[src/pbag_pkg.sv]
package pbag_pkg;

  // Layout constants of the partitioned workspace
  localparam int unsigned ALIGN_BYTES             = 64;
  localparam int unsigned ROW_RECORD_BYTES        = 16;
  localparam int unsigned ASSIGNMENT_RECORD_BYTES = 8;
  localparam int unsigned EXPERT_QUANTUM          = 16;
  localparam int unsigned COMBINE_ELEM_BYTES      = 4;
  localparam int unsigned EXPERT_ELEM_BYTES       = 4;

  // Datapath widths, sized for the field ranges and the constants above
  localparam int unsigned PIDX_W   = 23;  // ring * num_workers + origin
  localparam int unsigned CELL_W   = 44;  // capacity * hidden, row * hidden + column
  localparam int unsigned STRIDE_W = 47;  // aligned partition stride in bytes
  localparam int unsigned REL_W    = 46;  // element offset inside a partition
  localparam int unsigned LO_W     = 24;  // low slice of the stride for the split multiply
  localparam int unsigned HI_W     = STRIDE_W - LO_W;
  localparam int unsigned PROD_W   = PIDX_W + STRIDE_W + 1;
  localparam int unsigned OFF_W    = 64;
  localparam int unsigned ECAP_W   = 17;
  localparam int unsigned CFG_W    = 24;
  localparam int unsigned CFG_IDX_W = 3;

  typedef enum logic [2:0] {
    MODE_HIDDEN  = 3'd0,
    MODE_ROW     = 3'd1,
    MODE_ASSIGN  = 3'd2,
    MODE_EXPERT  = 3'd3,
    MODE_PARTIAL = 3'd4,
    MODE_OUTPUT  = 3'd5
  } mode_t;

  typedef enum logic [CFG_IDX_W-1:0] {
    CFG_NUM_WORKERS      = 3'd0,
    CFG_NUM_RINGS        = 3'd1,
    CFG_HIDDEN_SIZE      = 3'd2,
    CFG_ROWS_PER_PART    = 3'd3,
    CFG_ASSIGNS_PER_PART = 3'd4,
    CFG_NUM_EXPERTS      = 3'd5,
    CFG_DTYPE_IS_FP32    = 3'd6
  } cfg_reg_t;

  typedef struct packed {
    logic [6:0]  num_workers;
    logic [15:0] num_rings;
    logic [19:0] hidden_size;
    logic [23:0] rows_per_part;
    logic [23:0] assigns_per_part;
    logic [15:0] num_experts;
    logic        dtype_is_fp32;
  } cfg_t;

  typedef struct packed {
    logic              valid;
    logic              ok;
    logic [2:0]        mode;
    logic [23:0]       idx;
    logic [19:0]       col;
    logic [PIDX_W-1:0] pidx;
  } s1_t;

  typedef struct packed {
    logic              valid;
    logic              ok;
    logic [2:0]        mode;
    logic [23:0]       idx;
    logic [PIDX_W-1:0] pidx;
    logic [CELL_W-1:0] cells;
    logic [CELL_W-1:0] lin;
  } s2_t;

  typedef struct packed {
    logic                valid;
    logic                ok;
    logic [PIDX_W-1:0]   pidx;
    logic [STRIDE_W-1:0] stride;
    logic [REL_W-1:0]    rel;
  } s3_t;

  typedef struct packed {
    logic                     valid;
    logic                     ok;
    logic [PIDX_W+LO_W-1:0]   pp_lo;
    logic [PIDX_W+HI_W-1:0]   pp_hi;
    logic [REL_W-1:0]         rel;
  } s4_t;

  typedef struct packed {
    logic             valid;
    logic             ok;
    logic [OFF_W-1:0] base;
    logic [REL_W-1:0] rel;
  } s5_t;

endpackage

[src/pbag_base.sv]
module pbag_base (
  input  logic          clk,
  input  logic          rst_n,
  input  pbag_pkg::s3_t s3,
  output pbag_pkg::s5_t s5_r
);

  localparam int unsigned PW  = pbag_pkg::PIDX_W;
  localparam int unsigned LW  = pbag_pkg::LO_W;
  localparam int unsigned HW  = pbag_pkg::HI_W;
  localparam int unsigned SUM = pbag_pkg::PROD_W;
  localparam int unsigned OW  = pbag_pkg::OFF_W;

  pbag_pkg::s4_t s4_nxt;
  pbag_pkg::s4_t s4_r;
  pbag_pkg::s5_t s5_nxt;

  logic [SUM-1:0] prod;

  // Stage 4: partition index times stride, split into two partial products
  always_comb begin
    s4_nxt.valid = s3.valid;
    s4_nxt.ok    = s3.ok;
    s4_nxt.pp_lo = (PW+LW)'(s3.pidx) * (PW+LW)'(s3.stride[LW-1:0]);
    s4_nxt.pp_hi = (PW+HW)'(s3.pidx) * (PW+HW)'(s3.stride[pbag_pkg::STRIDE_W-1:LW]);
    s4_nxt.rel   = s3.rel;
  end

  always_ff @(posedge clk) begin
    if (!rst_n) begin
      s4_r.valid <= 1'b0;
    end else begin
      s4_r <= s4_nxt;
    end
  end

  // Stage 5: combine partial products, clear ok on 64-bit overflow
  assign prod = SUM'(s4_r.pp_lo) + (SUM'(s4_r.pp_hi) << LW);

  always_comb begin
    s5_nxt.valid = s4_r.valid;
    s5_nxt.ok    = s4_r.ok && !(|prod[SUM-1:OW]);
    s5_nxt.base  = prod[OW-1:0];
    s5_nxt.rel   = s4_r.rel;
  end

  always_ff @(posedge clk) begin
    if (!rst_n) begin
      s5_r.valid <= 1'b0;
    end else begin
      s5_r <= s5_nxt;
    end
  end

endmodule

[config.mk]
export PLATFORM = sky130hd
export DESIGN_NAME = pbag_base
export DESIGN_NICKNAME = d
export VERILOG_FILES = /design/src/pbag_pkg.sv /design/src/pbag_base.sv
export SDC_FILE = /design/constraint.sdc
export NUM_CORES = 2
export LEC_CHECK = 0
export ABC_AREA = 1
export BUFFER_PORTS_ARGS = -buffer_cell sky130_fd_sc_hd__buf_2
export CAP_MARGIN = 20
export CORE_ASPECT_RATIO = 1.5
export CORE_MARGIN = 2
export CORE_UTILIZATION = 50
export CTS_BUF_LIST = sky130_fd_sc_hd__clkbuf_2
export CTS_CLUSTER_SIZE = 14
export DETAILED_ROUTE_END_ITERATION = 16
export MAX_ROUTING_LAYER = met4
export PLACE_DENSITY_LB_ADDON = 0.3
export SYNTH_ARGS = -nofsm -noshare
export SYNTH_HDL_FRONTEND = slang
export SYNTH_SLANG_ARGS = --single-unit
[constraint.sdc]
create_clock -name clk -period 11.7 [get_ports clk]
set_clock_uncertainty 0.15 [all_clocks]
set_input_delay 2.34 -clock clk [delete_from_list [all_inputs] [get_ports clk]]
set_output_delay 2.34 -clock clk [all_outputs]
set_load 0.005 [all_outputs]
==> flow_metrics.py <==
metrics = {
    "status": {
        "outcome": "complete, no violations",
    },
    "setup_path": {
        "cp_cell_sequence": "buf_2 -> buf_4 -> buf_4 -> nand2_1 -> fa_1 -> inv_1 -> fa_1 -> fa_1 -> fa_1 -> fa_1 -> fa_1 -> inv_1 -> fa_1 -> inv_1 -> ha_1 -> a21oi_1 -> o21ai_0 -> a21oi_1 -> nor2_1 -> nor3_1 -> nand3_1 -> xor2_1",
        "slowest_delay_ns": 0.58,
        "crit_slowest_cell": "fa_1",
        "crit_type": "in -> reg",
        "cp_max_fo": 23,
        "cp-start-kind": "input pin",
        "cp.required_ns": 12.17,
        "cp_num_buf_inv": 6,
        "end_kind": "flop",
        "worst_ep_arrival_time_ns": 9.17,
        "cp_common_cell": "fa_1",
        "cp_top_family": "adder cells",
    },
    "grt": {
        "grt_use_total": 0.291,
        "grt_max_degree": 117,
        "first_global_vias": 39771,
        "grt_pass1_wl_mm": 212,
        "grt_antenna_before_repair": 3,
        "gr-total-overflow": 0,
    },
    "die": {
        "row_count": 138,
        "initial_core_util": 0.502,
        "die-width_um": 255,
        "ios": 232,
        "dieHeight_um": 380,
        "core_um2": 94100,
        "dieArea_um2": 97000,
    },
    "clock_network": {
        "cts_sinks": 253,
        "cts_buffers": 46,
        "root_buffer": "clkbuf_2",
        "cts_resized": 0,
        "cts.clk_slew.worst_paths_ns": 0.14,
        "cts_tree": "yes",
        "postCtsSetupBuffers": 0,
        "htree_num_levels": 2,
        "clock_path_buffers": 3,
        "hold_buffers": 0,
        "clock_latency_ns": 0.92,
    },
    "synthesis": {
        "synth_edf_count": 251,
        "ys_warn_count": 0,
        "async_reset_ff_frac": 0,
        "synth-xor-area-share": 0.0222,
        "synth_compound_area_frac": 0.0305,
        "synth_top_family_by_area": "adder cells",
        "yosysUniqueCellTypes": 43,
        "syn_area_um2": 47300,
        "synth.mux.area_fraction": 0,
        "yosys.area_share.simple": 0.160,
        "syn-instance-count": 5676,
        "yosysSeqAreaShare": 0.160,
        "yosys.area_share.adder": 0.478,
        "mappedNetlistNets": 7062,
        "synth_area_per_cell_um2": 8.32,
        "ys_seq_elements": 253,
        "ys.flop_type": "edfxtp_1",
    },
    "final_layout": {
        "multi_input_area_um2": 32600,
        "area.sequential_um2": 7580,
        "drive_gt1_frac": 0.0651,
        "area_growth_pct": 5.65,
        "filler_cell_count": 8834,
        "final_net_count": 7160,
    },
    "drt": {
        "viasPerCell": 5.17,
        "drt-total-wl_mm": 132,
        "drtPass1Iterations": 5,
        "vias": 36535,
        "routedWlPerCell_um": 18.7,
        "antenna_left": 0,
        "drc": 0,
        "drt-initial-drc-count": 2371,
    },
    "place": {
        "dp_hpwl_mm": 103,
        "dp_slack_ns": 2.16,
        "io_buffers": 231,
        "gp_congestion": 0.964,
    },
    "sta": {
        "hold_viol": 0,
        "period_share": 0.743,
        "setup_slack_ns": 3.00,
        "min_period_ns": 8.70,
        "fmax_mhz": 115,
        "finalSetupViolations": 0,
        "rsz0062_at_grt": "no",
        "slew_headroom": 0.216,
        "tightestPinTransition_ns": 1.18,
        "slew_viol_final": 0,
        "setup_tns_ns": 0,
    },
    "job": {
        "maxCapViolations": 0,
    },
    "hold_path": {
        "hold_class": "reg -> reg",
    },
}
[synthesized netlist by cell type, types with 5 or more instances]
master,n,area share
edfxtp_1,251,0.16
nor3_2,6,0.0013
nand2_2,16,0.0021
o21bai_1,13,0.0021
nand4_1,12,0.0016
a21boi_0,5,0.00079
nor3_1,33,0.0035
xor2_1,82,0.015
a21oi_1,130,0.014
nand3_1,91,0.0096
fa_1,898,0.38
inv_1,1661,0.13
clkbuf_1,156,0.012
nand2_1,1512,0.12
buf_1,53,0.0042
a21o_1,10,0.0016
o21a_1,5,0.00079
o21ai_0,57,0.0060
xnor2_1,38,0.0070
ha_1,368,0.097
nor2_2,12,0.0016
o21ai_1,6,0.00064
a31oi_1,13,0.0017
nor2_1,204,0.016
[cell families (layout without fill, tap and decap cells)]
group | Yosys count | in the layout
DFF | 253 | 253
other | 0 | 3
AOI/OAI and AO/OA | 256 | 256
xor gates and xnor gates | 120 | 120
and+or+nand+nor | 1907 | 1907
buffers and inverters | 1874 | 2006
adders and majority gates | 1266 | 1266
[metal layers]
metal	GRT usage	vias to the layer above	wire [µm]
li1	-	16537	-
met1	0.353	18138	50900
met2	0.500	1547	66300
met3	0.0313	313	9980
met4	0.105	0	5170
met5	-	-	0
[final timing paths]
kind	from	end	slack, ns	cells after the start
worst max register to register	s4_r[116]$_DFFE_PP_	s5_r[104]$_DFFE_PP_	8.87	13
worst min-delay path	s4_r[1]$_DFFE_PP_	s5_r[1]$_DFFE_PP_	0.26	0
worst max-delay path	s3[108]	s4_r[132]$_DFFE_PP_	3.00	22
worst min register to register	s4_r[1]$_DFFE_PP_	s5_r[1]$_DFFE_PP_	0.26	0
[registers in the layout, indices dropped and copies added, names as in the netlist]
signal  count
s4_r      141
s5_r      112
[worst register-to-register path, cell delays in order, from the launching register on]
cell and delay, ns:
edfxtp_1 0.40, ha_1 0.19, inv_1 0.06, fa_1 0.41, nand3b_1 0.19, nand2_1 0.14, nand2_1 0.07, nand2_1 0.09
nand2_1 0.09, nand2_1 0.20, nand3_1 0.10, nand3_1 0.21, nand2_1 0.10, xnor2_1 0.15
[cells in the final DEF, fill, tap and decap left out, drive strengths merged, types with 2 or more instances in the layout]
cell,netlist,routed
o21a,5,5
fa,898,898
nor4,6,6
nand2,1528,1528
clkinv,0,21
o21bai,13,13
a21boi,5,5
dfxtp,2,2
nor3,39,39
nand4,12,12
diode,0,3
ha,368,368
edfxtp,251,251
nand3b,4,4
bufinv,0,4
o21ai,64,64
xnor2,38,38
nor2,218,218
xor2,82,82
a31oi,13,13
o311ai,3,3
and2,3,3
and3,4,4
a21oi,134,134
clkbuf,156,57
o211ai,5,5
inv,1665,1665
nand3,92,92
buf,53,259
a21o,10,10
[through the flow]
stage	hold slack [ns]	instances	util	instance area (µm²)
floorplan	0.240	5676	-	47300
global placement	0.245	6986	0.525	49400
detailed placement	0.255	6986	0.525	49400
CTS	0.266	7068	0.530	49900
global route	0.270	7071	0.530	49900
finish	0.263	7071	0.530	49900
[final cells by class]
type                    instances  share of cell area
repair buffers                259              0.0276
flip-flops and latches        253               0.152
clock buffers                  57             0.00571
well taps                    1260              0.0316
inverters                    1665               0.125
diodes                          3            0.000150
multi-input cells            3549               0.654
clock inverters                25             0.00414
Power is left out: the tool's default activity adds up to more than one toggle a clock period on the data nets, which glitch-free logic cannot reach.
