## config.mk

```make
export PLATFORM = sky130hd
export DESIGN_NAME = pbag_scale
export DESIGN_NICKNAME = d
export VERILOG_FILES = /design/src/pbag_pkg.sv /design/src/pbag_scale.sv
export SDC_FILE = /design/constraint.sdc
export NUM_CORES = 2
export LEC_CHECK = 0
export BUFFER_PORTS_ARGS = -buffer_cell sky130_fd_sc_hd__buf_2
export CAP_MARGIN = 20
export CORE_ASPECT_RATIO = 1.4
export CORE_MARGIN = 3
export CORE_UTILIZATION = 58
export CTS_BUF_LIST = sky130_fd_sc_hd__clkbuf_16
export CTS_CLUSTER_DIAMETER = 200
export DETAILED_ROUTE_END_ITERATION = 16
export PLACE_DENSITY = 0.8
export SYNTH_ARGS = -nofsm -noshare
export SYNTH_HDL_FRONTEND = slang
export SYNTH_SLANG_ARGS = --single-unit
```

## constraint.sdc

```tcl
create_clock -name clk -period 8.79 [get_ports clk]
set_input_delay 1.758 -clock clk [delete_from_list [all_inputs] [get_ports clk]]
set_output_delay 1.758 -clock clk [all_outputs]
set_load 0.05 [all_outputs]
```

## src/pbag_pkg.sv

```systemverilog
package pbag_pkg;

  // Layout constants of the partitioned workspace
  localparam int unsigned ALIGN_BYTES             = 64;
  localparam int unsigned ROW_RECORD_BYTES        = 16;
  localparam int unsigned ASSIGNMENT_RECORD_BYTES = 8;
  localparam int unsigned EXPERT_QUANTUM          = 16;
  localparam int unsigned COMBINE_ELEM_BYTES      = 4;
  localparam int unsigned EXPERT_ELEM_BYTES       = 4;

  // Datapath widths, sized for the field ranges and the constants above
  localparam int unsigned PIDX_W   = 23;  // ring * num_workers + origin
  localparam int unsigned CELL_W   = 44;  // capacity * hidden, row * hidden + column
  localparam int unsigned STRIDE_W = 47;  // aligned partition stride in bytes
  localparam int unsigned REL_W    = 46;  // element offset inside a partition
  localparam int unsigned LO_W     = 24;  // low slice of the stride for the split multiply
  localparam int unsigned HI_W     = STRIDE_W - LO_W;
  localparam int unsigned PROD_W   = PIDX_W + STRIDE_W + 1;
  localparam int unsigned OFF_W    = 64;
  localparam int unsigned ECAP_W   = 17;
  localparam int unsigned CFG_W    = 24;
  localparam int unsigned CFG_IDX_W = 3;

  typedef enum logic [2:0] {
    MODE_HIDDEN  = 3'd0,
    MODE_ROW     = 3'd1,
    MODE_ASSIGN  = 3'd2,
    MODE_EXPERT  = 3'd3,
    MODE_PARTIAL = 3'd4,
    MODE_OUTPUT  = 3'd5
  } mode_t;

  typedef enum logic [CFG_IDX_W-1:0] {
    CFG_NUM_WORKERS      = 3'd0,
    CFG_NUM_RINGS        = 3'd1,
    CFG_HIDDEN_SIZE      = 3'd2,
    CFG_ROWS_PER_PART    = 3'd3,
    CFG_ASSIGNS_PER_PART = 3'd4,
    CFG_NUM_EXPERTS      = 3'd5,
    CFG_DTYPE_IS_FP32    = 3'd6
  } cfg_reg_t;

  typedef struct packed {
    logic [6:0]  num_workers;
    logic [15:0] num_rings;
    logic [19:0] hidden_size;
    logic [23:0] rows_per_part;
    logic [23:0] assigns_per_part;
    logic [15:0] num_experts;
    logic        dtype_is_fp32;
  } cfg_t;

  typedef struct packed {
    logic              valid;
    logic              ok;
    logic [2:0]        mode;
    logic [23:0]       idx;
    logic [19:0]       col;
    logic [PIDX_W-1:0] pidx;
  } s1_t;

  typedef struct packed {
    logic              valid;
    logic              ok;
    logic [2:0]        mode;
    logic [23:0]       idx;
    logic [PIDX_W-1:0] pidx;
    logic [CELL_W-1:0] cells;
    logic [CELL_W-1:0] lin;
  } s2_t;

  typedef struct packed {
    logic                valid;
    logic                ok;
    logic [PIDX_W-1:0]   pidx;
    logic [STRIDE_W-1:0] stride;
    logic [REL_W-1:0]    rel;
  } s3_t;

  typedef struct packed {
    logic                     valid;
    logic                     ok;
    logic [PIDX_W+LO_W-1:0]   pp_lo;
    logic [PIDX_W+HI_W-1:0]   pp_hi;
    logic [REL_W-1:0]         rel;
  } s4_t;

  typedef struct packed {
    logic             valid;
    logic             ok;
    logic [OFF_W-1:0] base;
    logic [REL_W-1:0] rel;
  } s5_t;

endpackage

```

## src/pbag_scale.sv

```systemverilog
module pbag_scale (
  input  logic           clk,
  input  logic           rst_n,
  input  pbag_pkg::cfg_t cfg,
  input  pbag_pkg::s1_t  s1,
  output pbag_pkg::s3_t  s3_r
);

  localparam int unsigned SW = pbag_pkg::STRIDE_W;
  localparam int unsigned RW = pbag_pkg::REL_W;
  localparam int unsigned CW = pbag_pkg::CELL_W;
  localparam int unsigned EW = pbag_pkg::ECAP_W;

  pbag_pkg::s2_t s2_nxt;
  pbag_pkg::s2_t s2_r;
  pbag_pkg::s3_t s3_nxt;

  logic [EW-1:0] ecap;
  logic [SW-1:0] bytes;
  logic [SW-1:0] bytes_min;
  logic [SW-1:0] bytes_up;
  logic [RW-1:0] rel;
  logic [1:0]    dshift;

  // Stage 2: capacity * hidden and row * hidden + column
  always_comb begin
    s2_nxt.valid = s1.valid;
    s2_nxt.ok    = s1.ok;
    s2_nxt.mode  = s1.mode;
    s2_nxt.idx   = s1.idx;
    s2_nxt.pidx  = s1.pidx;
    s2_nxt.cells = CW'(cfg.rows_per_part) * CW'(cfg.hidden_size);
    s2_nxt.lin   = CW'(s1.idx) * CW'(cfg.hidden_size) + CW'(s1.col);
  end

  always_ff @(posedge clk) begin
    if (!rst_n) begin
      s2_r.valid <= 1'b0;
    end else begin
      s2_r <= s2_nxt;
    end
  end

  // Stage 3: region bytes, aligned stride and element offset
  assign dshift = cfg.dtype_is_fp32 ? 2'd2 : 2'd1;
  assign ecap   = EW'(((EW'(cfg.num_experts) + EW'(pbag_pkg::EXPERT_QUANTUM - 1))
                       / pbag_pkg::EXPERT_QUANTUM) * pbag_pkg::EXPERT_QUANTUM);

  always_comb begin
    case (s2_r.mode)
      pbag_pkg::MODE_HIDDEN: begin
        bytes = SW'(s2_r.cells) << dshift;
        rel   = RW'(s2_r.lin) << dshift;
      end
      pbag_pkg::MODE_ROW: begin
        bytes = SW'(cfg.rows_per_part) * SW'(pbag_pkg::ROW_RECORD_BYTES);
        rel   = RW'(s2_r.idx) * RW'(pbag_pkg::ROW_RECORD_BYTES);
      end
      pbag_pkg::MODE_ASSIGN: begin
        bytes = SW'(cfg.assigns_per_part) * SW'(pbag_pkg::ASSIGNMENT_RECORD_BYTES);
        rel   = RW'(s2_r.idx) * RW'(pbag_pkg::ASSIGNMENT_RECORD_BYTES);
      end
      pbag_pkg::MODE_EXPERT: begin
        bytes = SW'(ecap) * SW'(pbag_pkg::EXPERT_ELEM_BYTES);
        rel   = RW'(s2_r.idx) * RW'(pbag_pkg::EXPERT_ELEM_BYTES);
      end
      pbag_pkg::MODE_PARTIAL, pbag_pkg::MODE_OUTPUT: begin
        bytes = SW'(s2_r.cells) * SW'(pbag_pkg::COMBINE_ELEM_BYTES);
        rel   = RW'(s2_r.lin) * RW'(pbag_pkg::COMBINE_ELEM_BYTES);
      end
      default: begin
        bytes = '0;
        rel   = '0;
      end
    endcase
  end

  // bytes stays below 2**46, so the rounded stride fits SW bits
  assign bytes_min = (bytes < SW'(pbag_pkg::ALIGN_BYTES)) ? SW'(pbag_pkg::ALIGN_BYTES) : bytes;
  assign bytes_up  = SW'(((bytes_min + SW'(pbag_pkg::ALIGN_BYTES - 1))
                          / pbag_pkg::ALIGN_BYTES) * pbag_pkg::ALIGN_BYTES);

  always_comb begin
    s3_nxt.valid  = s2_r.valid;
    s3_nxt.ok     = s2_r.ok;
    s3_nxt.pidx   = s2_r.pidx;
    s3_nxt.stride = bytes_up;
    s3_nxt.rel    = rel;
  end

  always_ff @(posedge clk) begin
    if (!rst_n) begin
      s3_r.valid <= 1'b0;
    end else begin
      s3_r <= s3_nxt;
    end
  end

endmodule

```

==> reports/metrics.cfg <==
[status]
status=finished clean

[yosys]
ys_async_sr_fraction_pct=0
synth_cell_types=92
synth_top_flop_cell=edfxtp_1
yosysWarnings=0
synth_top_area_cell=fa_1
synth.area.top_cells=fa_1, edfxtp_1, ha_1
syn_area_sq_um=42900
yosys-top-cells-count=inv_1, fa_1, nand2_1, and2_1, ha_1
postSynthAreaPerCell_sq_um=9.79
post-synth-top-count-cell=inv_1
ys_seq_area_share_pct=17.6
synth_top_area_share_pct=37.5
synth_edf_count=250
syn-instance-count=4379
ys_seq_elements=252

[hold_path]
hold_end=s3_r[106]$_DFFE_PP_
hp-start=s2_r[101]$_DFFE_PP_
hold_path_class=flip-flop to flip-flop
holdPathStages=0

[clock_network]
cts_sinks=252
cts_buffers=28
clk_transition_reported_paths_ns=0.06
insertion_delay_ns=0.60
cts_tree=yes
root_buffer=clkbuf_16
clockBufferDepth=3
cts-htree-levels=1

[sta]
period_minus_slack_ns=8.48
fin_skew_ns=0.0138
finalSetupTns_ns=0
finalSetupViolCount=0
finalHoldViolations=0
tightest_slew_ns=0.846
drv_slew=0
rsz0062_at_grt=false
max-slew-margin-rel_pct=43.6
period_share_pct=96.5
fmax_mhz=118

[finish]
fin_cells=5642
fin_area_sq_um=47200
n_fill_cell=5680
drive_gt1_share_pct=12.6
area_growth_pct=10.1
layout.nets=5958
post-route-util_pct=64.6

[global_routing]
grtUsageTotal_pct=29.2
grt_pass1_wl_um=179000
overflow=0
grt_max_degree=107
antenna_found_initial=16
grt_pass1_vias=35000

[place]
placedCellCount=5581
port-buffer-count=270
gp_congestion=0.952
place_area_sq_um=46200
post-dp-hpwl_um=89300

[route]
vias_per_cell=5.68
wl_um=109000
drtIter0Drc=2087
drc=0
ant_nets=0
drtPass1Iterations=7
wl_per_cell_um=19.3
dr_total_vias=32100

[critical_path]
reg2reg_depth=11
critPathArrivalTime_ns=8.95
cp-end-kind=flip-flop
cp-start-kind=input port
worst-r2r-setup-slack_ns=4.18
r2r-end=s3_r[89]$_DFFE_PP_
crit_type=input port to flip-flop
cp_max_fo=22
rr_startpoint=s2_r[136]$_DFFE_PP_
required_ns=9.25

[floorplanning]
die_h_um=328
core_sq_um=73000
die-area_sq_um=77300
fp.dieW_um=236
start_util_pct=58.7
ios=300
num_rows=117

[run]
cap_violations=0

[worst max-delay path, cell delays in order]
cell       delay (ns)
buf_2            0.20
buf_4            0.31
and2_1           0.18
fa_1             0.44
fa_1             0.52
inv_1            0.05
fa_1             0.48
inv_1            0.07
fa_1             0.50
fa_1             0.52
fa_1             0.53
inv_1            0.06
fa_1             0.47
inv_1            0.04
ha_1             0.28
and3_1           0.16
buf_4            0.14
and4_1           0.19
a211oi_1         0.37
a211oi_2         0.15
o21ai_1          0.23
a21boi_2         0.10
a311oi_1         0.39
o211ai_1         0.16
a2111oi_0        0.46
a211o_1          0.17
[area by class of cell]
cell class / instances / area, sq um / area share (%)
tap: 952 / 1190 / 2.52
clock inverter: 22 / 161 / 0.342
inverter: 848 / 3180 / 6.74
timing repair buffer: 502 / 3240 / 6.86
sequential: 252 / 7550 / 16.0
clock buffer: 29 / 726 / 1.54
antenna: 9 / 22.5 / 0.0477
multi-input combinational: 3028 / 31100 / 66.0
[layout by cell type (no fill, tap or decap), drive strengths merged, types with 14 or more instances in the layout]
master / netlist / routed
a21oi: 115 / 115
a221o: 27 / 27
a211oi: 38 / 38
and3: 16 / 16
a22o: 24 / 24
ha: 312 / 312
clkbuf: 220 / 29
fa: 804 / 804
mux2i: 19 / 19
nor3: 20 / 20
nor2: 83 / 83
nand4: 17 / 17
nand2: 595 / 595
o21ai: 61 / 61
a21o: 50 / 50
nand2b: 14 / 14
edfxtp: 250 / 250
nand3: 28 / 28
a22oi: 29 / 29
and2: 471 / 471
inv: 848 / 854
xor2: 39 / 39
xnor2: 80 / 80
buf: 37 / 502
o21a: 19 / 19
[metrics by stage]
stage | setup slack, ns | hold WS (ns)
6_report | 0.306 | 0.418
3_5_place_dp | -0.350 | 0.405
5_1_grt | 0.000165 | 0.423
4_1_cts | 0.254 | 0.419
2_1_floorplan | 0.154 | 0.400
3_3_place_gp | -0.203 | 0.401
[how the worst max path moves through the flow]
stage	start	endpoint	slack [ns]	cells after the start
after floorplan	cfg[70]	s2_r[84]$_DFFE_PP_	0.15	24
after global placement	cfg[67]	s2_r[40]$_DFFE_PP_	-0.20	27
after detailed placement	s1[52]	s2_r[42]$_DFFE_PP_	-0.35	26
after CTS	s1[52]	s2_r[42]$_DFFE_PP_	0.25	26
after global routing	s1[52]	s2_r[42]$_DFFE_PP_	0.0002	26
final	cfg[69]	s2_r[80]$_DFFE_PP_	0.31	26
[sequential cells by signal (all words and copies together), names as in the netlist]
register  flops
s2_r        140
s3_r        112
[layer usage]
layer / vias to the layer above / wire (um) / GRT usage (%)
li1: 14200 / - / -
met1: 16400 / 38200 / 33.4
met2: 1151 / 58200 / 53.2
met3: 383 / 6070 / 3.47
met4: 14 / 6550 / 15.9
met5: - / 92 / 0
[cell families after synthesis]
family | share of synthesized area (%)
xor gates and xnor gates | 2.43
adders and majority gates | 46.7
AOI/OAI and AO/OA | 7.45
other | 0.00875
and+or+nand+nor | 15.4
DFF | 17.6
buffers and inverters | 9.88
muxes | 0.522
[repair_timing]
action                     4_1_cts  5_1_grt
setup endpoints to repair        0        6
hold buffers                     0        0
gates resized for setup          0        3
buffers inserted                 0        0
Power is left out: the tool's default activity adds up to more than one toggle a clock period on the data nets, which glitch-free logic cannot reach.
