===== src/pbag_pkg.sv =====
package pbag_pkg;

  // Layout constants of the partitioned workspace
  localparam int unsigned ALIGN_BYTES             = 64;
  localparam int unsigned ROW_RECORD_BYTES        = 16;
  localparam int unsigned ASSIGNMENT_RECORD_BYTES = 8;
  localparam int unsigned EXPERT_QUANTUM          = 16;
  localparam int unsigned COMBINE_ELEM_BYTES      = 4;
  localparam int unsigned EXPERT_ELEM_BYTES       = 4;

  // Datapath widths, sized for the field ranges and the constants above
  localparam int unsigned PIDX_W   = 23;  // ring * num_workers + origin
  localparam int unsigned CELL_W   = 44;  // capacity * hidden, row * hidden + column
  localparam int unsigned STRIDE_W = 47;  // aligned partition stride in bytes
  localparam int unsigned REL_W    = 46;  // element offset inside a partition
  localparam int unsigned LO_W     = 24;  // low slice of the stride for the split multiply
  localparam int unsigned HI_W     = STRIDE_W - LO_W;
  localparam int unsigned PROD_W   = PIDX_W + STRIDE_W + 1;
  localparam int unsigned OFF_W    = 64;
  localparam int unsigned ECAP_W   = 17;
  localparam int unsigned CFG_W    = 24;
  localparam int unsigned CFG_IDX_W = 3;

  typedef enum logic [2:0] {
    MODE_HIDDEN  = 3'd0,
    MODE_ROW     = 3'd1,
    MODE_ASSIGN  = 3'd2,
    MODE_EXPERT  = 3'd3,
    MODE_PARTIAL = 3'd4,
    MODE_OUTPUT  = 3'd5
  } mode_t;

  typedef enum logic [CFG_IDX_W-1:0] {
    CFG_NUM_WORKERS      = 3'd0,
    CFG_NUM_RINGS        = 3'd1,
    CFG_HIDDEN_SIZE      = 3'd2,
    CFG_ROWS_PER_PART    = 3'd3,
    CFG_ASSIGNS_PER_PART = 3'd4,
    CFG_NUM_EXPERTS      = 3'd5,
    CFG_DTYPE_IS_FP32    = 3'd6
  } cfg_reg_t;

  typedef struct packed {
    logic [6:0]  num_workers;
    logic [15:0] num_rings;
    logic [19:0] hidden_size;
    logic [23:0] rows_per_part;
    logic [23:0] assigns_per_part;
    logic [15:0] num_experts;
    logic        dtype_is_fp32;
  } cfg_t;

  typedef struct packed {
    logic              valid;
    logic              ok;
    logic [2:0]        mode;
    logic [23:0]       idx;
    logic [19:0]       col;
    logic [PIDX_W-1:0] pidx;
  } s1_t;

  typedef struct packed {
    logic              valid;
    logic              ok;
    logic [2:0]        mode;
    logic [23:0]       idx;
    logic [PIDX_W-1:0] pidx;
    logic [CELL_W-1:0] cells;
    logic [CELL_W-1:0] lin;
  } s2_t;

  typedef struct packed {
    logic                valid;
    logic                ok;
    logic [PIDX_W-1:0]   pidx;
    logic [STRIDE_W-1:0] stride;
    logic [REL_W-1:0]    rel;
  } s3_t;

  typedef struct packed {
    logic                     valid;
    logic                     ok;
    logic [PIDX_W+LO_W-1:0]   pp_lo;
    logic [PIDX_W+HI_W-1:0]   pp_hi;
    logic [REL_W-1:0]         rel;
  } s4_t;

  typedef struct packed {
    logic             valid;
    logic             ok;
    logic [OFF_W-1:0] base;
    logic [REL_W-1:0] rel;
  } s5_t;

endpackage


===== src/pbag_sum.sv =====
module pbag_sum (
  input  logic                          clk,
  input  logic                          rst_n,
  input  pbag_pkg::s5_t                 s5,
  output logic                          out_valid_r,
  output logic                          out_ok_r,
  output logic [pbag_pkg::OFF_W-1:0]    out_offset_r
);

  localparam int unsigned OW = pbag_pkg::OFF_W;

  logic [OW:0]   total;
  logic          ok_nxt;
  logic          out_valid_nxt;
  logic [OW-1:0] out_offset_nxt;

  assign total          = (OW+1)'(s5.base) + (OW+1)'(s5.rel);
  assign ok_nxt         = s5.ok && !total[OW];
  assign out_valid_nxt  = s5.valid;
  // zero the offset of a failed transaction
  assign out_offset_nxt = ok_nxt ? total[OW-1:0] : '0;

  always_ff @(posedge clk) begin
    if (!rst_n) begin
      out_valid_r <= 1'b0;
    end else begin
      out_valid_r <= out_valid_nxt;
    end
  end

  always_ff @(posedge clk) begin
    out_ok_r     <= ok_nxt;
    out_offset_r <= out_offset_nxt;
  end

endmodule


===== config.mk =====
export PLATFORM = sky130hd
export DESIGN_NAME = pbag_sum
export DESIGN_NICKNAME = d
export VERILOG_FILES = /design/src/pbag_pkg.sv /design/src/pbag_sum.sv
export SDC_FILE = /design/constraint.sdc
export NUM_CORES = 1
export LEC_CHECK = 0
export BUFFER_PORTS_ARGS = -buffer_cell sky130_fd_sc_hd__buf_2
export CAP_MARGIN = 20
export CORE_MARGIN = 4
export CORE_UTILIZATION = 45
export CTS_CLUSTER_SIZE = 25
export DETAILED_ROUTE_END_ITERATION = 8
export PLACE_DENSITY = 0.82
export SLEW_MARGIN = 20
export SYNTH_ARGS = -nofsm -noshare
export SYNTH_HDL_FRONTEND = slang
export SYNTH_SLANG_ARGS = --single-unit

===== constraint.sdc =====
create_clock -name clk -period 4.02 [get_ports clk]
set_input_delay 0.402 -clock clk [delete_from_list [all_inputs] [get_ports clk]]
set_output_delay 0.402 -clock clk [all_outputs]
set_load 0.01 [all_outputs]

==> out/summary.txt <==
PLACE
------------------------------------------------------------------------------------
Detailed Place HPWL ...................................................     10800 um
Count of input and output buffers .....................................          179
Final estimated routing congestion in global placement ................        0.881

STATUS
------------------------------------------------------------------------------------
Run status ............................................................ finished, final reports clean

GLOBAL ROUTING
------------------------------------------------------------------------------------
Met3 Resource Use GR ..................................................        4.42%
Maximum number of pins on one net before global-route repair ..........           30
Antenna violations before repair ......................................            0
Routing layer with the top usage in global route ......................         met2
Total congestion overflow after global routing ........................            0
Met1 Resource Use GR ..................................................        25.8%
Vias in the first global route ........................................         4591
GR Util All Layers ....................................................        20.6%
Global routing usage on met2 ..........................................        35.2%
Global-route wire length before repair ................................     21500 um

CLOCK NETWORK
------------------------------------------------------------------------------------
Sink Count ............................................................           66
Num CTS Buffers .......................................................            9
Buffer depth of the longest clock path ................................            2
Clock tree from TritonCTS .............................................          yes
H-tree level count ....................................................            3
Root buf cell ......................................................... sky130_fd_sc_hd__clkbuf_8
Clock-pin transition on the worst setup and hold timing paths .........      0.08 ns
Gates resized, CTS repair .............................................            0
Post-cts hold buffer count ............................................            0
Post-CTS setup buffers ................................................            0

YOSYS
------------------------------------------------------------------------------------
Post-synthesis instance total .........................................          589
Proportion of synthesized flip-flops having asynchronous set or reset .           0%
Synthesized net count .................................................          750
Predominant post-synthesis flop cell .................................. sky130_fd_sc_hd__dfxtp_1
Post-synthesis instance area ..........................................    4760 um^2
Number of different library cells in the post-synthesis netlist .......           64
Seq/Total Area, Yosys .................................................        27.8%
Average instance area after synthesis .................................    8.08 um^2
EDFF count, synth .....................................................            0
Number of warnings reported in the yosys synthesis log ................            0
Number of register bits inferred by synthesis .........................           66

ROUTING
------------------------------------------------------------------------------------
Iter 0 DRT Violations .................................................          228
Total length of routed wires ..........................................     13000 um
Remaining DRCs ........................................................            0
Vias per inst .........................................................         5.44
Average wire per standard cell ........................................      14.5 um
Final ANT Viol Nets ...................................................            0
Number of optimization iterations in the first detailed-route pass ....            4
Number of vias in the routed layout ...................................         4892

FINAL LAYOUT
------------------------------------------------------------------------------------
Post-layout net count .................................................          920
Area growth from synthesis to layout ..................................        23.6%
Sequential cell area ..................................................    1320 um^2
Filler cell count in the final layout .................................          979
Diode count ...........................................................            0
Fraction of final layout cells with drive strength greater than 1 .....        28.5%
Area used by multi-input combinational logic ..........................    3220 um^2

HOLD PATH
------------------------------------------------------------------------------------
Class of the most critical hold timing path ...........................    in -> reg

FLOORPLANNING
------------------------------------------------------------------------------------
Site Rows .............................................................           37
I/O pin count .........................................................          180
Initial standard-cell utilization of the core .........................        46.1%
Height of the chip ....................................................       111 um
Full die area .........................................................   12300 um^2
X dimension of the die ................................................       111 um
Core area .............................................................   10300 um^2

STA
------------------------------------------------------------------------------------
Final Setup Violations ................................................            0
Max-slew violations ...................................................            0
Setup repair after global routing missed its margin ...................        false
Rel. slew slack .......................................................        60.3%
Final Hold Vio Count ..................................................            0
Measured slew at the worst slew-check pin .............................     0.592 ns
Setup TNS after final layout ..........................................         0 ns
Upper clock frequency limit ...........................................      321 MHz
Post-layout min period ................................................      3.12 ns
Fin crit share ........................................................        77.5%

CRITICAL PATH
------------------------------------------------------------------------------------
Required time worst endpoint ..........................................      4.28 ns
Worst Setup Start Kind ................................................   input port
Largest driver fanout on the critical path ............................           29
Data arrival time of the worst path ...................................      3.38 ns
Path type of the worst setup path .....................................    in -> reg
Crit end category .....................................................     register

POWER AND IR DROP
------------------------------------------------------------------------------------
Leak ..................................................................      2.81 nW
Total power draw ......................................................      2.00 mW
Highest ir drop seen on vdd ...........................................     0.188 mV
Pwr per Cell Area .....................................................  341 nW/um^2

JOB
------------------------------------------------------------------------------------
Number of maximum-capacitance violations ..............................            0

==> through the flow <==
stage	std cells	utilization, %	hold WS [ns]	instance area (um^2)	worst slack, ns
3_5_place_dp	884	55.1	0.616	5690	0.571
6_report	900	57.0	0.273	5880	0.904
3_3_place_gp	884	55.1	0.615	5690	0.690
4_1_cts	900	57.0	0.260	5880	0.931
5_1_grt	900	57.0	0.270	5880	0.719
2_1_floorplan	589	-	0.524	4760	1.12
==> registers in the layout (all words and copies together), names as in the netlist <==
register / cells
out_offset_r: 64
out_ok_r: 1
out_valid_r: 1
==> cell usage in the layout (no fill, tap or decap), types with 4 or more instances in the layout <==
| cell type | netlist | final |
|---|---|---|
| sky130_fd_sc_hd__a21o_1 | 21 | 21 |
| sky130_fd_sc_hd__a21oi_1 | 71 | 71 |
| sky130_fd_sc_hd__a31oi_1 | 4 | 4 |
| sky130_fd_sc_hd__and2_1 | 8 | 8 |
| sky130_fd_sc_hd__and3_1 | 7 | 7 |
| sky130_fd_sc_hd__buf_2 | 10 | 179 |
| sky130_fd_sc_hd__clkbuf_8 | 0 | 9 |
| sky130_fd_sc_hd__dfxtp_1 | 66 | 66 |
| sky130_fd_sc_hd__ha_1 | 46 | 46 |
| sky130_fd_sc_hd__inv_1 | 15 | 15 |
| sky130_fd_sc_hd__nand2_1 | 41 | 40 |
| sky130_fd_sc_hd__nand2b_1 | 6 | 6 |
| sky130_fd_sc_hd__nand3_1 | 9 | 9 |
| sky130_fd_sc_hd__nand4_1 | 21 | 21 |
| sky130_fd_sc_hd__nor2_1 | 73 | 73 |
| sky130_fd_sc_hd__nor2b_1 | 5 | 5 |
| sky130_fd_sc_hd__nor3_1 | 14 | 14 |
| sky130_fd_sc_hd__o21a_1 | 8 | 8 |
| sky130_fd_sc_hd__o21ai_0 | 32 | 32 |
| sky130_fd_sc_hd__o21bai_1 | 10 | 10 |
| sky130_fd_sc_hd__o31ai_1 | 9 | 9 |
| sky130_fd_sc_hd__or4_1 | 6 | 6 |
| sky130_fd_sc_hd__xnor2_1 | 22 | 22 |
| sky130_fd_sc_hd__xor2_1 | 24 | 24 |
==> cell type report <==
cell class	count	share of cell area, %
Sequential cell	66	22.5
Clock buffer	9	2.11
Tap cell	136	2.89
Inverter	16	1.02
Clock inverter	7	1.17
Timing Repair Buffer	182	15.6
Multi-Input combinational cell	484	54.7
==> per-layer routing <==
metal / up-vias / share of wire [%]
met5: - / 0
met4: 0 / 2.3
met3: 21 / 6.4
met2: 179 / 48
met1: 2220 / 44
li1: 2472 / -
==> worst max-delay path: stages <==
cell	delay, ns
sky130_fd_sc_hd__buf_2	0.10
sky130_fd_sc_hd__ha_1	0.23
sky130_fd_sc_hd__fa_1	0.44
sky130_fd_sc_hd__a211oi_1	0.35
sky130_fd_sc_hd__o21bai_1	0.19
sky130_fd_sc_hd__a21oi_2	0.26
sky130_fd_sc_hd__o211ai_2	0.14
sky130_fd_sc_hd__a211oi_2	0.48
sky130_fd_sc_hd__o31ai_2	0.14
sky130_fd_sc_hd__nand3_1	0.10
sky130_fd_sc_hd__nand2_2	0.07
sky130_fd_sc_hd__buf_4	0.23
sky130_fd_sc_hd__nor3b_1	0.23
==> report_power, final <==
| group | internal (mW) | switching [mW] |
|---|---|---|
| combinational | 0.296 | 0.402 |
| sequential | 0.730 | 0.0216 |
| clock | 0.285 | 0.269 |
| total | 1.31 | 0.693 |
==> cells by family (layout without fill, tap and decap cells) <==
family	count (synthesis)	after routing	synth area share [%]
and+or+nand+nor	208	208	21.7
adders and majority gates	47	47	12.5
AOI/OAI and AO/OA	181	181	24.5
buffers and inverters	39	214	4.63
xor gates and xnor gates	46	46	8.46
DFF	66	66	27.8
muxes	2	2	0.421
==> synth_stat cells, types with 3 or more instances <==
library cell / n / area (um^2)
sky130_fd_sc_hd__a21oi_1: 71 / 355
sky130_fd_sc_hd__o2111ai_1: 3 / 26.3
sky130_fd_sc_hd__nand3_1: 9 / 45.0
sky130_fd_sc_hd__dfxtp_1: 66 / 1320
sky130_fd_sc_hd__buf_6: 4 / 45.0
sky130_fd_sc_hd__o21a_1: 8 / 60.1
sky130_fd_sc_hd__inv_1: 15 / 56.3
sky130_fd_sc_hd__nand2_1: 41 / 154
sky130_fd_sc_hd__a31oi_1: 4 / 25.0
sky130_fd_sc_hd__nand4_1: 21 / 131
sky130_fd_sc_hd__nor3_1: 14 / 70.1
sky130_fd_sc_hd__o31ai_1: 9 / 67.6
sky130_fd_sc_hd__buf_2: 10 / 50.1
sky130_fd_sc_hd__a211oi_1: 3 / 22.5
sky130_fd_sc_hd__and3_1: 7 / 43.8
sky130_fd_sc_hd__xnor2_1: 22 / 193
sky130_fd_sc_hd__xor2_1: 24 / 210
sky130_fd_sc_hd__o21ai_0: 32 / 160
sky130_fd_sc_hd__ha_1: 46 / 576
sky130_fd_sc_hd__and2_1: 8 / 50.1
sky130_fd_sc_hd__a21o_1: 21 / 158
sky130_fd_sc_hd__or4_1: 6 / 45.0
sky130_fd_sc_hd__o21bai_1: 10 / 75.1
sky130_fd_sc_hd__buf_4: 4 / 30.0
sky130_fd_sc_hd__nor2b_1: 5 / 31.3
sky130_fd_sc_hd__nor4b_1: 3 / 26.3
sky130_fd_sc_hd__o211ai_1: 3 / 22.5
sky130_fd_sc_hd__nor2_1: 73 / 274
sky130_fd_sc_hd__nand2b_1: 6 / 37.5
==> final timing paths <==
path,from,to,slack (ns),depth (start not counted)
worst min-delay path,s5[111],out_valid_r$_SDFF_PN0_,0.27,2
worst max-delay path,s5[0],out_offset_r[43]$_SDFF_PN0_,0.90,13
(Power assumes the default switching activity.)
