==> src/pbag_pkg.sv <==
package pbag_pkg;

  // Layout constants of the partitioned workspace
  localparam int unsigned ALIGN_BYTES             = 64;
  localparam int unsigned ROW_RECORD_BYTES        = 16;
  localparam int unsigned ASSIGNMENT_RECORD_BYTES = 8;
  localparam int unsigned EXPERT_QUANTUM          = 16;
  localparam int unsigned COMBINE_ELEM_BYTES      = 4;
  localparam int unsigned EXPERT_ELEM_BYTES       = 4;

  // Datapath widths, sized for the field ranges and the constants above
  localparam int unsigned PIDX_W   = 23;  // ring * num_workers + origin
  localparam int unsigned CELL_W   = 44;  // capacity * hidden, row * hidden + column
  localparam int unsigned STRIDE_W = 47;  // aligned partition stride in bytes
  localparam int unsigned REL_W    = 46;  // element offset inside a partition
  localparam int unsigned LO_W     = 24;  // low slice of the stride for the split multiply
  localparam int unsigned HI_W     = STRIDE_W - LO_W;
  localparam int unsigned PROD_W   = PIDX_W + STRIDE_W + 1;
  localparam int unsigned OFF_W    = 64;
  localparam int unsigned ECAP_W   = 17;
  localparam int unsigned CFG_W    = 24;
  localparam int unsigned CFG_IDX_W = 3;

  typedef enum logic [2:0] {
    MODE_HIDDEN  = 3'd0,
    MODE_ROW     = 3'd1,
    MODE_ASSIGN  = 3'd2,
    MODE_EXPERT  = 3'd3,
    MODE_PARTIAL = 3'd4,
    MODE_OUTPUT  = 3'd5
  } mode_t;

  typedef enum logic [CFG_IDX_W-1:0] {
    CFG_NUM_WORKERS      = 3'd0,
    CFG_NUM_RINGS        = 3'd1,
    CFG_HIDDEN_SIZE      = 3'd2,
    CFG_ROWS_PER_PART    = 3'd3,
    CFG_ASSIGNS_PER_PART = 3'd4,
    CFG_NUM_EXPERTS      = 3'd5,
    CFG_DTYPE_IS_FP32    = 3'd6
  } cfg_reg_t;

  typedef struct packed {
    logic [6:0]  num_workers;
    logic [15:0] num_rings;
    logic [19:0] hidden_size;
    logic [23:0] rows_per_part;
    logic [23:0] assigns_per_part;
    logic [15:0] num_experts;
    logic        dtype_is_fp32;
  } cfg_t;

  typedef struct packed {
    logic              valid;
    logic              ok;
    logic [2:0]        mode;
    logic [23:0]       idx;
    logic [19:0]       col;
    logic [PIDX_W-1:0] pidx;
  } s1_t;

  typedef struct packed {
    logic              valid;
    logic              ok;
    logic [2:0]        mode;
    logic [23:0]       idx;
    logic [PIDX_W-1:0] pidx;
    logic [CELL_W-1:0] cells;
    logic [CELL_W-1:0] lin;
  } s2_t;

  typedef struct packed {
    logic                valid;
    logic                ok;
    logic [PIDX_W-1:0]   pidx;
    logic [STRIDE_W-1:0] stride;
    logic [REL_W-1:0]    rel;
  } s3_t;

  typedef struct packed {
    logic                     valid;
    logic                     ok;
    logic [PIDX_W+LO_W-1:0]   pp_lo;
    logic [PIDX_W+HI_W-1:0]   pp_hi;
    logic [REL_W-1:0]         rel;
  } s4_t;

  typedef struct packed {
    logic             valid;
    logic             ok;
    logic [OFF_W-1:0] base;
    logic [REL_W-1:0] rel;
  } s5_t;

endpackage

==> src/pbag_decode.sv <==
module pbag_decode (
  input  logic              clk,
  input  logic              rst_n,
  input  pbag_pkg::cfg_t    cfg,
  input  logic              in_take,
  input  logic [2:0]        mode,
  input  logic [15:0]       ring,
  input  logic [5:0]        origin,
  input  logic [23:0]       idx,
  input  logic [19:0]       col,
  output pbag_pkg::s1_t     s1_r
);

  localparam int unsigned PW = pbag_pkg::PIDX_W;

  pbag_pkg::s1_t s1_nxt;

  logic ring_ok;
  logic origin_ok;
  logic col_ok;
  logic row_ok;
  logic [PW-1:0] pidx_part;

  assign ring_ok   = ring < cfg.num_rings;
  assign origin_ok = {1'b0, origin} < cfg.num_workers;
  assign col_ok    = col < cfg.hidden_size;
  assign row_ok    = idx < cfg.rows_per_part;
  assign pidx_part = PW'(ring) * PW'(cfg.num_workers) + PW'(origin);

  always_comb begin
    s1_nxt       = '0;
    s1_nxt.valid = in_take;
    s1_nxt.mode  = mode;
    s1_nxt.idx   = idx;
    s1_nxt.col   = col;
    s1_nxt.pidx  = pidx_part;
    case (mode)
      pbag_pkg::MODE_HIDDEN, pbag_pkg::MODE_PARTIAL: begin
        s1_nxt.ok = ring_ok && origin_ok && row_ok && col_ok;
      end
      pbag_pkg::MODE_ROW: begin
        s1_nxt.ok = ring_ok && origin_ok && row_ok;
      end
      pbag_pkg::MODE_ASSIGN: begin
        s1_nxt.ok = ring_ok && origin_ok && (idx < cfg.assigns_per_part);
      end
      pbag_pkg::MODE_EXPERT: begin
        s1_nxt.ok = ring_ok && origin_ok && (idx < {8'h00, cfg.num_experts});
      end
      pbag_pkg::MODE_OUTPUT: begin
        // one partition per ring, origin ignored
        s1_nxt.ok   = ring_ok && row_ok && col_ok;
        s1_nxt.pidx = PW'(ring);
      end
      default: begin
        s1_nxt.ok = 1'b0;
      end
    endcase
  end

  always_ff @(posedge clk) begin
    if (!rst_n) begin
      s1_r.valid <= 1'b0;
    end else begin
      s1_r <= s1_nxt;
    end
  end

endmodule

==> config.mk <==
export PLATFORM = sky130hd
export DESIGN_NAME = pbag_decode
export DESIGN_NICKNAME = d
export VERILOG_FILES = /design/src/pbag_pkg.sv /design/src/pbag_decode.sv
export SDC_FILE = /design/constraint.sdc
export NUM_CORES = 1
export LEC_CHECK = 0
export BUFFER_PORTS_ARGS = -buffer_cell sky130_fd_sc_hd__buf_2
export CAP_MARGIN = 0
export CORE_MARGIN = 2
export CORE_UTILIZATION = 45
export CTS_CLUSTER_DIAMETER = 120
export DETAILED_ROUTE_END_ITERATION = 16
export GPL_ROUTABILITY_DRIVEN = 0
export PLACE_DENSITY = 0.82
export SYNTH_ARGS = -nofsm -noshare
export SYNTH_HDL_FRONTEND = slang
export SYNTH_SLANG_ARGS = --single-unit
export TNS_END_PERCENT = 10
==> constraint.sdc <==
create_clock -name clk -period 7.84 [get_ports clk]
set_clock_uncertainty 0.05 [all_clocks]
set_input_delay 1.568 -clock clk [delete_from_list [all_inputs] [get_ports clk]]
set_output_delay 1.568 -clock clk [all_outputs]
set_load 0.005 [all_outputs]
==> metrics.md, run 1 <==
| Metric | Value |
|---|---|
| Drt first pass iters | 4 |
| Final count of pins violating max slew | 0 |
| Top delay family on crit path | adder cells |
| Post-cts sizing count | 0 |
| Chip Height | 144 um |
| Status | finished clean |
| Most used DFF post-synth | edfxtp_1 |
| Core area | 0.0193 mm^2 |
| CP peak stage delay | 0.54 ns |
| Final Hold Fails | 0 |
| Setup Viol. Count Final | 0 |
| Initial Utilization | 0.455 |
| CP Class | in2reg |
| Gr usage total | 0.232 |
| Most flop-heavy register | s1_r |
| Post-CTS Hold Buffers | 0 |
| Period utilisation layout | 0.776 |
| Clk slew on worst S/H paths | 0.06 ns |
| First-pass GRT wire length | 37300 um |
| DR iter-0 viols | 376 |
| Post-route cell area | 0.0106 mm^2 |
| EDFF count, synth | 71 |
| RSZ-0062 raised after global routing | false |
| Maximum clock path buffer count | 2 |
| Commonest cells post-synth | 197 x inv_1, 153 x ha_1, 97 x and2_1 |
| Routed wire length | 22900 um |
| Synth Area in Compound Gates | 0.114 |
| Max Fclk | 164 MHz |
| Count leader, synth | inv_1 |
| Synthesis-to-finish area growth | 21.3% |
| DIE AREA | 0.0206 mm^2 |
| # rows | 51 |
| Worst slew pin tran | 0.984 ns |
| Vias in the first global route | 7710 |
| Root buf cell | clkbuf_16 |
| ANT nets after route | 0 |
| WP data arrival | 6.10 ns |
| Post-synth top area share | 0.243 |
| Fillers | 1762 |
| Clock period minus worst slack | 6.09 ns |
| Die Wd | 144 um |
| Most used cell, CP | fa_1 |
| Placed cells | 1416 |
| Asr flop ratio synth | 0 |
| Mux cell area share after synthesis | 0.00228 |
| Worst vdd ir | 0.127 mV |
| Seq cells post-synth | 72 |
| Critical Path RT | 7.85 ns |
| Share of layout cells above drive strength 1 | 0.234 |
| I/O Pins | 252 |
| Largest net degree at the start of global routing | 73 |
| Cell Pwr Density | 217 mW/mm^2 |
| Crit path launch type | input port |
| Syn Std Cell Area | 0.00877 mm^2 |
| Worst path bufs/invs | 3 |
| Final core utilization | 0.552 |
| Final Non-Filler Cells | 1434 |
| Worst hold-check path type | in2reg |
| Placed instance area | 0.0103 mm^2 |
| CTS Sinks | 72 |
| Post-synthesis sequential area ratio | 0.245 |
| Post-Synth XOR/XNOR Area | 0.0150 |
| Highest-delay cell along the critical path | fa_1 |
| DR DRC count | 0 |
| Largest registers | s1_r: 72 flops |
| Nets@finish | 1570 |
| Grt ovf | 0 |
| Largest cells by area after synthesis | edfxtp_1 24%, ha_1 22%, fa_1 17%, inv_1 8.4%, and2_1 6.9% |
| Synth unique cells | 54 |
| Synthesized instance count | 910 |
| Initial antenna violation count | 2 |
| Slew margin rel. | 0.344 |
| Largest family of logic cells by synthesized area | adder cells |
| Max reg flops | 72 |
| DR WL/cell | 16.0 um |
| Htree depth | 3 |
| Yosys top cell by area | edfxtp_1 |
| CTS tree | built |
| CP max FO | 17 |
| Area fraction in and, or, nand and nor cells after synthesis | 0.145 |
| CP Capture Type | flip-flop |
| Final setup TNS | 0 ns |
| Syn_nets | 1318 |
| Post-CTS setup buffer count | 0 |
| DR vias/cell | 5.09 |
| Dpl hpwl | 18800 um |
| YS warnings | 0 |
| Avg Inst Size Synth | 9.64 um^2 |
| Total CTS buffers | 9 |
| Tot Pwr | 2.30 mW |
| CP Cell Sequence | buf_2 -> and2_1 -> fa_1 -> fa_1 -> fa_1 -> inv_1 -> fa_1 -> inv_1 -> ha_1 -> a2111o_1 -> o2111ai_1 -> nand2_1 -> a31oi_1 -> xor2_1 -> a21oi_1 |
| Port bufs | 250 |
| Vias post-DR | 7302 |
| Max-cap violations | 0 |
| Post-synthesis adder-cell area fraction | 0.389 |
| Pleak | 5.69 nW |
cell families after synthesis:
group                      Yosys count
AOI/OAI and AO/OA                  149
xor gates and xnor gates            15
adders and majority gates          228
buffers and inverters              208
DFF                                 72
muxes                                2
and+or+nand+nor                    236
stage by stage:
step	setup WS (ns)	hold WS (ns)
3_5_place_dp	1.45	1.71
2_1_floorplan	1.92	1.62
6_report	1.75	1.38
5_1_grt	1.46	1.36
3_3_place_gp	1.57	1.71
4_1_cts	1.80	1.36
final timing paths:
path / startpoint / endpoint / slack, ns / cells past startpoint
max: cfg[106] / s1_r[14] / 1.75 / 15
min: col[0] / s1_r[23] / 1.38 / 1
layer usage:
layer / vias up / share of wire / GRT usage
met1: 3437 / 0.42 / 0.284
met3: 46 / 0.069 / 0.0530
met2: 257 / 0.49 / 0.402
met4: 0 / 0.026 / 0.0779
met5: - / 0 / 0
li1: 3562 / - / -
report_power, final:
part / internal (mW) / total, mW / switching, mW / leakage, nW
Combinational: 0.582 / 1.32 / 0.739 / 4.84
Clock: 0.250 / 0.417 / 0.168 / 0.147
Sequential: 0.543 / 0.566 / 0.0230 / 0.702
Total: 1.38 / 2.30 / 0.930 / 5.69
layout make-up:
cell class                      count  area (um^2)  share of cell area
Inverter                          197          739              0.0695
Sequential cell                    72         2150               0.202
Antenna cell                        2         5.00            0.000471
Clock inverter                      7         77.6             0.00729
Tap cell                          265          332              0.0312
Multi-Input combinational cell    630         5840               0.549
Timing Repair Buffer              252         1270               0.119
Clock buffer                        9          225              0.0212
layout by cell type (no fill, tap or decap), drive strengths merged, types with 12 or more instances in the layout:
cell type    n
a21o        22
buf        252
nand2b      12
fa          75
a21oi       43
o21ai       26
nor2        31
edfxtp      71
nand2       52
ha         153
and2        97
inv        200
Power figures use the tool's default switching activity.
==> run 2, diff against run 1 <==
ABC_AREA = 1   (was not set)
PLACE_DENSITY = 0.81   (was 0.82)
clock period = 5.9 ns   (was 7.84 ns; I/O delays follow)
==> run 2 against run 1 <==
Cell area grew 5.6%. Sequential share of layout area shrank 1.1 points. Routed wire length grew 5.9%. Hold slack lost 0.39 ns. Setup slack lost 1.1 ns. Sequential cell count is the same. Cell count grew 22%.
==> metrics.md, run 2 <==
| Metric | Value |
|---|---|
| Status | finished clean |
| Post-route cell area | 0.0112 mm^2 (+5.6%) |
| Synth Area in Compound Gates | 0.0645 (-0.0494) |
| Worst Hold End | s1_r[23] |
| DR iter-0 viols | 320 (-15%) |
| Worst path bufs/invs | 4 (+1) |
| Die Wd | 149 um (+3.7%) |
| Max reg flops | 72 (unchanged) |
| CP Cell Sequence | buf_2 -> nand2_1 -> fa_1 -> fa_1 -> inv_1 -> fa_1 -> inv_1 -> fa_1 -> inv_1 -> ha_1 -> a21oi_1 -> o21ai_2 -> o21ai_0 -> nand2_1 -> nand2_1 -> nand3b_1 -> nand3_1 -> nand2_1 |
| Most flop-heavy register | s1_r |
| Mux cell area share after synthesis | 0 (-0.00228) |
| Critical Path RT | 5.92 ns (-1.93 ns) |
| Syn_nets | 1648 (+25%) |
| Largest cells by area after synthesis | edfxtp_1 23%, ha_1 20%, fa_1 16%, inv_1 14%, nand2_1 13% |
| Nets@finish | 1877 (+20%) |
| Share of layout cells above drive strength 1 | 0.188 (-0.0460) |
| Final setup TNS | 0 ns (unchanged) |
| Avg Inst Size Synth | 7.62 um^2 (-21%) |
| CP max FO | 19 (+2) |
| Largest family of logic cells by synthesized area | adder cells |
| Routed wire length | 24300 um (+5.9%) |
| Drt first pass iters | 5 (+1) |
| Core area | 0.0208 mm^2 (+8.1%) |
| DR DRC count | 0 (unchanged) |
| Maximum clock path buffer count | 2 (unchanged) |
| Setup Viol. Count Final | 0 (unchanged) |
| Initial Utilization | 0.454 (-0.00122) |
| # rows | 53 (+3.9%) |
| Final count of pins violating max slew | 0 (unchanged) |
| Area fraction in and, or, nand and nor cells after synthesis | 0.182 (+0.0365) |
| Top delay family on crit path | adder cells |
| Chip Height | 149 um (+3.7%) |
| Post-synthesis adder-cell area fraction | 0.361 (-0.0280) |
| Crit path launch type | input port |
| Hold Crit Start | col[0] |
| Worst hold-check path type | in2reg |
| Max Fclk | 189 MHz |
| Post-synthesis sequential area ratio | 0.228 (-0.0177) |
| Vias post-DR | 8495 (+16%) |
| Largest net degree at the start of global routing | 73 (unchanged) |
| Total CTS buffers | 9 (unchanged) |
| Most common cell after layout, fill and taps aside | inv_1 |
| I/O Pins | 252 (unchanged) |
| Synthesized instance count | 1240 (+36%) |
| Root buf cell | clkbuf_16 |
| Synth unique cells | 33 (-39%) |
| Gr usage total | 0.224 (-0.00793) |
| CTS Sinks | 72 (unchanged) |
| EDFF count, synth | 71 (unchanged) |
| Count leader, synth | inv_1 |
| Vias in the first global route | 8737 (+13%) |
| Yosys top cell by area | edfxtp_1 |
| Most used DFF post-synth | edfxtp_1 |
| Period utilisation layout | 0.896 |
| Post-CTS setup buffer count | 0 (unchanged) |
| Slew margin rel. | 0.364 (+0.0200) |
| Pleak | 6.87 nW (+21%) |
| Largest registers | s1_r: 72 flops |
| Grt ovf | 0 (unchanged) |
| ANT nets after route | 0 (unchanged) |
| Final Hold Fails | 0 (unchanged) |
| Initial antenna violation count | 2 (unchanged) |
| Most frequent cells in the layout | 355 x inv_1, 320 x nand2_1, 249 x buf_2 |
| Worst slew pin tran | 0.954 ns (-0.0301 ns) |
| CP Class | in2reg |
| Htree depth | 3 (unchanged) |
| CP peak stage delay | 0.54 ns (about the same) |
| Fillers | 1946 (+10%) |
| Max-cap violations | 0 (unchanged) |
| Post-CTS Hold Buffers | 0 (unchanged) |
| CTS tree | built |
| Syn Std Cell Area | 0.00945 mm^2 (+7.8%) |
| Synthesis-to-finish area growth | 18.8% |
| Highest-delay cell along the critical path | fa_1 |
| Clock period minus worst slack | 5.29 ns |
| Clk slew on worst S/H paths | 0.06 ns (about the same) |
| CP Capture Type | flip-flop |
| Cell Pwr Density | 285 mW/mm^2 (+32%) |
| Port bufs | 250 (unchanged) |
| Hold Path Depth | 1 (unchanged) |
| Post-Synth XOR/XNOR Area | 0.00927 (-0.00571) |
| WP data arrival | 5.31 ns (-0.79 ns) |
| DR WL/cell | 13.9 um (-13%) |
| RSZ-0062 raised after global routing | false |
| Asr flop ratio synth | 0 (unchanged) |
| Worst vdd ir | 0.147 mV (+16%) |
| Seq cells post-synth | 72 (unchanged) |
| First-pass GRT wire length | 39800 um (+6.7%) |
| YS warnings | 0 (unchanged) |
| DIE AREA | 0.0222 mm^2 (+7.5%) |
| Placed instance area | 0.0109 mm^2 (+5.8%) |
| Commonest cells post-synth | 355 x inv_1, 320 x nand2_1, 153 x ha_1 |
| DR vias/cell | 4.85 (-4.7%) |
| Post-cts sizing count | 0 (unchanged) |
| Post-synth top area share | 0.226 (-0.0175) |
| Dpl hpwl | 20600 um (+9.8%) |
==> run 2: changes by cell type in the layout (fill, tap and decap cells not counted), sizes merged, moves of 12 or more <==
cell and change:
a21o -18, a21oi +21, and2 -96, inv +156, nand2 +269, nand2b -12
nand3 +16, nor2 +27
==> run 2: kinds of logic (layout without fill, tap and decap cells) <==
logic type / Yosys count / count (layout)
AND/OR/NAND/NOR: 430 / 430
buffers and inverters: 389 / 623
adder cells (fa/ha/maj): 228 / 228
AO/OA/AOI/OAI: 111 / 111
flip-flops: 72 / 72
XOR/XNOR: 10 / 10
other: 0 / 1
==> run 2: per-stage QoR <==
step,utilization,hold WS (ns),std cells,total power [mW],worst slack [ns]
CTS,0.539,0.977,1749,3.22,0.664
floorplan,-,1.22,1240,2.10,0.490
finish,0.539,0.989,1750,3.20,0.613
global route,0.539,0.977,1749,3.53,0.344
global placement,0.525,1.32,1733,2.61,0.371
detailed placement,0.525,1.33,1733,2.67,0.327
==> run 2: final cells by class <==
type / count / area, um^2 / area share
sequential: 72 / 2150 / 0.192
clock buffer: 11 / 243 / 0.0216
tap: 275 / 344 / 0.0307
antenna: 1 / 2.50 / 0.000223
timing repair buffer: 251 / 1260 / 0.112
multi-input combinational: 779 / 5830 / 0.519
inverter: 356 / 1340 / 0.119
clock inverter: 5 / 57.6 / 0.00513
==> run 2: worst max-delay path by stage <==
| stage | start | endpoint | depth (start not counted) |
|---|---|---|---|
| after global placement | cfg[107] | s1_r[13] | 18 |
| final | cfg[107] | s1_r[15] | 18 |
| after detailed placement | cfg[107] | s1_r[15] | 18 |
| after CTS | cfg[107] | s1_r[15] | 18 |
| after global routing | cfg[107] | s1_r[15] | 18 |
| after floorplan | cfg[106] | s1_r[15] | 19 |
==> run 2: routing by layer <==
metal  routed length, um  part of all wire  vias to the layer above  global-route usage
met2               12400              0.51                      287               0.426
met1                9650              0.40                     3954               0.258
met4                 517             0.021                        2              0.0700
met5                  17           0.00070                        -                   0
met3                1640             0.068                       34              0.0300
li1                    -                 -                     4218                   -
==> run 2: power by group <==
part	leakage, nW	total, mW	switching, mW	internal [mW]
sequential	0.702	0.742	0.0219	0.720
clock	0.138	0.545	0.207	0.338
combinational	6.03	1.92	1.19	0.731
